<file path="src/hw/rtl/bba_pkg.sv">
// Shared types and constants of the bitmap block allocator.
`default_nettype none

package bba_pkg;

    localparam int REQ_W = 3;
    localparam int BLK_W = 16;
    localparam int REG_W = 17;
    localparam int IN_TDATA_W = 24;
    localparam int OUT_TDATA_W = 40;

    typedef logic [REQ_W-1:0] t_req;
    typedef logic [BLK_W-1:0] t_blk;
    typedef logic [REG_W-1:0] t_reg;
    typedef logic [0:0] t_cfg_idx;

    localparam t_req REQ_FORMAT = 3'd0;
    localparam t_req REQ_ALLOC  = 3'd1;
    localparam t_req REQ_FREE   = 3'd2;
    localparam t_req REQ_WRITE  = 3'd3;
    localparam t_req REQ_READ   = 3'd4;

    localparam t_cfg_idx CFG_TOTAL = 1'b0;
    localparam t_cfg_idx CFG_META  = 1'b1;

    localparam t_reg TOTAL_RESET  = 17'd65536;
    localparam t_reg RESULT_REACH = 17'd65536;
    localparam t_reg COUNT_MAX    = 17'h1FFFF;

    typedef enum logic [2:0] {
        S_CLEAR,
        S_IDLE,
        S_DECODE,
        S_FMT,
        S_SCAN,
        S_MRD,
        S_MWR,
        S_DONE
    } t_state;

    typedef struct packed {
        logic accept;
        logic fmt_init;
        logic sweep;
        logic scan_init;
        logic scan_step;
        logic no_free;
        logic div;
        logic mrd;
        logic mwr;
        logic load_out;
    } t_cmd;

    typedef struct packed {
        t_req req;
        logic count_zero;
        logic sweep_last;
        logic scan_done;
        logic out_free;
    } t_stat;

endpackage

`default_nettype wire

</file>
<file path="src/hw/rtl/bba_ctrl.sv">
// Sequencer of the bitmap block allocator.
`default_nettype none

module bba_ctrl (
    input  wire logic          i_clk,
    input  wire logic          i_rst_n,
    input  wire logic          i_valid,
    output logic               o_ready,
    input  wire bba_pkg::t_stat i_stat,
    output bba_pkg::t_cmd      o_cmd
);
    import bba_pkg::*;

    t_state r_state, n_state;

    always_ff @(posedge i_clk) begin
        if (!i_rst_n) begin
            r_state <= S_CLEAR;
        end else begin
            r_state <= n_state;
        end
    end

    always_comb begin
        n_state = r_state;
        unique case (r_state)
            S_CLEAR: begin
                if (i_stat.sweep_last) n_state = S_IDLE;
            end
            S_IDLE: begin
                if (i_valid) n_state = S_DECODE;
            end
            S_DECODE: begin
                unique case (i_stat.req)
                    REQ_FORMAT: n_state = S_FMT;
                    REQ_ALLOC:  n_state = i_stat.count_zero ? S_DONE : S_SCAN;
                    REQ_FREE, REQ_WRITE, REQ_READ: n_state = S_MRD;
                    default:    n_state = S_DONE;
                endcase
            end
            S_FMT: begin
                if (i_stat.sweep_last) n_state = S_DONE;
            end
            S_SCAN: begin
                if (i_stat.scan_done) n_state = S_DONE;
            end
            S_MRD:  n_state = S_MWR;
            S_MWR:  n_state = S_DONE;
            S_DONE: begin
                if (i_stat.out_free) n_state = S_IDLE;
            end
            default: n_state = S_CLEAR;
        endcase
    end

    always_comb begin
        o_cmd   = '0;
        o_ready = 1'b0;
        unique case (r_state)
            S_CLEAR: o_cmd.sweep = 1'b1;
            S_IDLE: begin
                o_ready      = 1'b1;
                o_cmd.accept = i_valid;
            end
            S_DECODE: begin
                unique case (i_stat.req)
                    REQ_FORMAT: o_cmd.fmt_init = 1'b1;
                    REQ_ALLOC: begin
                        o_cmd.no_free   = i_stat.count_zero;
                        o_cmd.scan_init = !i_stat.count_zero;
                    end
                    REQ_FREE, REQ_WRITE, REQ_READ: o_cmd.div = 1'b1;
                    default: ;
                endcase
            end
            S_FMT:  o_cmd.sweep     = 1'b1;
            S_SCAN: o_cmd.scan_step = 1'b1;
            S_MRD:  o_cmd.mrd       = 1'b1;
            S_MWR:  o_cmd.mwr       = 1'b1;
            S_DONE: o_cmd.load_out  = i_stat.out_free;
            default: ;
        endcase
    end

    a_accept_decodes: assert property (@(posedge i_clk) disable iff (!i_rst_n)
        o_cmd.accept |=> r_state == S_DECODE)
        else $error("accepted word not decoded");

endmodule

`default_nettype wire

</file>
<file path="config.mk">
export PLATFORM = sky130hd
export DESIGN_NAME = bba_ctrl
export DESIGN_NICKNAME = d
export VERILOG_FILES = /design/src/hw/rtl/bba_pkg.sv /design/src/hw/rtl/bba_ctrl.sv
export SDC_FILE = /design/constraint.sdc
export NUM_CORES = 1
export LEC_CHECK = 0
export ABC_AREA = 0
export BUFFER_PORTS_ARGS = -buffer_cell sky130_fd_sc_hd__buf_4
export CAP_MARGIN = 0
export CORE_AREA = 2 2 39 41
export CTS_BUF_LIST = sky130_fd_sc_hd__clkbuf_16
export DETAILED_ROUTE_END_ITERATION = 6
export DIE_AREA = 0 0 41 43
export GPL_ROUTABILITY_DRIVEN = 0
export PLACE_DENSITY = 0.62
export SYNTH_ARGS = -nofsm -noshare
export SYNTH_HDL_FRONTEND = slang
export SYNTH_SLANG_ARGS = --single-unit
</file>
<file path="constraint.sdc">
create_clock -name i_clk -period 1 [get_ports i_clk]
set_input_delay 0.1 -clock i_clk [delete_from_list [all_inputs] [get_ports i_clk]]
set_output_delay 0.1 -clock i_clk [all_outputs]
set_load 0.02 [all_outputs]
</file>
==> Word level (Yosys, flattened, before mapping) <==
Index checks and enable logic that the tools add are counted.
{ "totals": {"reg_bits": 3, "out_inout_bits": 11, "word_cells": 45} }
{ "classes": {"eq_ne": 16, "muxes": 22, "n_reduce_logical": 6} }
{ "op_table": {"columns": ["op", "n"], "rows": [
  ["$pmux 3 s8", 1],
  ["$eq 3x3->1 const B", 5],
  ["$mux 3", 5],
  ["$mux 1", 13],
  ["$eq 3x2->1 const B", 4],
  ["$ne 2x2->1 const B", 5],
  ["$pmux 3 s3", 1],
  ["$eq 3x1->1 const B", 2],
  ["$logic_not 3->1", 2],
  ["$reduce_and 5->1", 1],
  ["$mux 2", 2],
  ["$reduce_or 3->1", 1],
  ["$reduce_or 2->1", 1],
  ["$logic_not 1->1", 1]
]} }

==> Longest topological paths before layout <==
{ "logic_depth": {"word_depth": 4, "ltp_mapped": 5, "depth_no_buf": 4} }

==> Least setup slack after synthesis <==
Ideal clock, no wire load.
{ "synth_path": {"kind": "reg2out", "startpoint": "register r_state[2]", "endpoint": "output port o_cmd[9] (netlist bit)", "arrival_ns": 1.213, "slack_ns": -0.313, "path_stages_with_launch": 5, "path_cell_list": "dfxtp_1 > buf_6 > buf_2 > nor3_2 > and2_1"} }
{ "synth_rtl": {"columns": ["item", "line", "text"], "rows": [
  ["from (decl)", "bba_ctrl.sv:14", "t_state r_state, n_state;"],
  ["from (signal assigned)", "bba_ctrl.sv:20", "r_state <= n_state;"],
  ["to (decl)", "bba_ctrl.sv:10", "output bba_pkg::t_cmd o_cmd"]
]} }

==> results.cfg <==
[synth]
synth_edf_count = 0
synth_top_cell_by_area = dfxtp_1
synth_common_cells = 7 x nor2_1, 5 x nand2_1
ys_ff_latch = 3
ys.flop_type = dfxtp_1
yosys.cell_types.count = 35
syn-instance-count = 62
yosysTopAreaCellShare_pct = 13.2
syn_avg_cell_area_sq_um = 7.37
synth_most_common_cell = nor2_1
syn_area_sq_um = 457
ys_top_cells_by_area = dfxtp_1 13%, buf_6 7.4%, nor2_1 5.8%
yosys_warnings = 0
synth-seq-area-share_pct = 13.2
async_flop_share_pct = 0
syn_nets = 72

[outcome]
outcome = finished with violations
violations = setup timing

[cts]
clock_latency_ns = 0.22
clockBufferDepth = 2
h-tree-depth = 1
cts.sinks = 3
root_buffer = clkbuf_16
tritoncts = yes
cts_buffers = 3
path_clk_slew_ns = 0.03

[run]
maxCapViolCount = 0

[timing]
setup_slack_ns = -0.354
fmax_ghz = 0.739
period_share_pct = 135
finalClockSkew_ns = 0.000586
hold_viol_final = 0
max_slew_margin_pct = 85.0
rsz0062_at_grt = true
slew_violations = 0
setup_viol = 14
worst_pin_slew_ns = 0.223
min_period_ns = 1.35

[floorplan]
die_area_sq_um = 1760
fp.dieH_um = 43
start_util_pct = 33.0
die_w_um = 41
rows = 14
io-pin-count = 21
coreArea_sq_um = 1380

[place]
dp_hpwl_um = 948
place_ws_ns = -0.240
dpl_cell_area_sq_um = 729
numPortBuffers = 20

[critical_path]
path_class = reg2out
startpoint_type = register
cp_max_fo = 4
critPathArrivalTime_ns = 1.25
cp-end-kind = output pin
cp.required_ns = 0.90

[finish]
largest_reg_flops = 3
top_regs = r_state x3
drive_gt1_share_pct = 70.4
top_register = r_state
area_delta_synth_final_pct = 121
n_antenna_cell = 0
final_cell_area_sq_um = 1010
fin_nets = 109

[routing]
dr.pass1.iters = 1
ant_nets = 0
wl_per_cell_um = 12.4
vias_per_cell = 5.09
drtIter0Drc = 0
dr_total_vias = 580
drc = 0
wl_um = 1410

[grt]
overflow = 0
grt_antenna_before_repair = 0
grt_util_all_layers_pct = 17.6
grt_pass1_vias = 526
grt_pass1_wl_um = 2170
grt_max_degree = 10

[hold_path]
hold_path.class = in2reg

[power]
p_leak_nw = 0.429
max-vdd-ir-drop_v = 0.00111
p_per_area_nw_per_um2 = 1960
power breakdown:
part / switching [mW] / internal, mW / total [mW]
Combinational: 0.546 / 0.602 / 1.15
Clock: 0.103 / 0.515 / 0.618
Sequential: 0.0520 / 0.161 / 0.214
Total: 0.700 / 1.28 / 1.98
final cells by class:
class | instances | area (sq um)
timing repair buffer | 37 | 350
clock buffer | 3 | 75.1
multi-input combinational | 53 | 483
tap | 16 | 20.0
fill | 108 | 377
clock inverter | 1 | 3.75
inverter | 1 | 3.75
sequential | 3 | 71.3
per-stage QoR:
stage               util (%)  setup TNS, ns  total power [mW]  hold slack, ns  instances
floorplan                  -          -1.15             0.763           0.217         62
global placement        52.7          -1.56              1.03           0.345        103
detailed placement      52.7          -1.72              1.03           0.343        103
CTS                     69.8          -3.34              1.90           0.114        113
global route            72.8          -4.24              2.09           0.144        114
finish                  72.8          -3.46              1.98           0.117        114
metal layers:
layer | global-route usage, % | vias to the layer above | routed length, um
li1 | - | 300 | -
met1 | 21.5 | 263 | 582
met2 | 30.0 | 15 | 754
met3 | 1.57 | 2 | 56
met4 | 6.00 | 0 | 17
met5 | 0 | - | 0
kinds of logic after synthesis:
logic type                count (synthesis)  synth area share [%]
xor gates and xnor gates                  1                  1.92
DFF                                       3                  13.2
buffers and inverters                     6                  11.0
AOI/OAI and AO/OA                        18                  26.0
and+or+nand+nor                          34                  47.9
worst paths after layout:
check                                             start                 endpoint  slack [ns]  cells past startpoint
worst max register to register  r_state[2]$_SDFFE_PN0P_  r_state[2]$_SDFFE_PN0P_       -0.21                      6
worst min register to register  r_state[1]$_SDFFE_PN0P_  r_state[1]$_SDFFE_PN0P_        0.66                      3
worst max-delay path            r_state[2]$_SDFFE_PN0P_                 o_cmd[9]       -0.35                      5
worst min-delay path                            i_rst_n  r_state[1]$_SDFFE_PN0P_        0.12                      2
critical path, stage by stage (launching register included):
cell and delay (ns):
dfxtp_4 0.34, buf_4 0.15, buf_4 0.14, nor3_4 0.13, and2_4 0.17, buf_6 0.11
layout by cell type (no fill, tap or decap), types with 2 or more instances in the layout:
| cell | synthesis | routed |
|---|---|---|
| o21ai_1 | 3 | 3 |
| clkbuf_16 | 0 | 3 |
| dfxtp_4 | 0 | 3 |
| nand2b_1 | 2 | 2 |
| nor2_1 | 7 | 2 |
| a31oi_1 | 2 | 2 |
| nor3_4 | 0 | 2 |
| o211ai_1 | 2 | 2 |
| nand2_1 | 5 | 3 |
| buf_6 | 3 | 14 |
| nand3b_1 | 2 | 2 |
| nor3_2 | 2 | 3 |
| nor2_2 | 1 | 2 |
| buf_4 | 1 | 21 |
| nor2b_1 | 2 | 2 |
| nor2_4 | 0 | 4 |
timing repair:
| item | in CTS | in global routing |
|---|---|---|
| gates cloned | 0 | 0 |
| hold buffers | 0 | 0 |
| resized for setup | 31 | 8 |
| endpoints found under the setup margin | 14 | 14 |
| pin swaps | 13 | 3 |
| buffers inserted | 6 | 1 |
No activity file was read; power rests on OpenSTA's default activity.
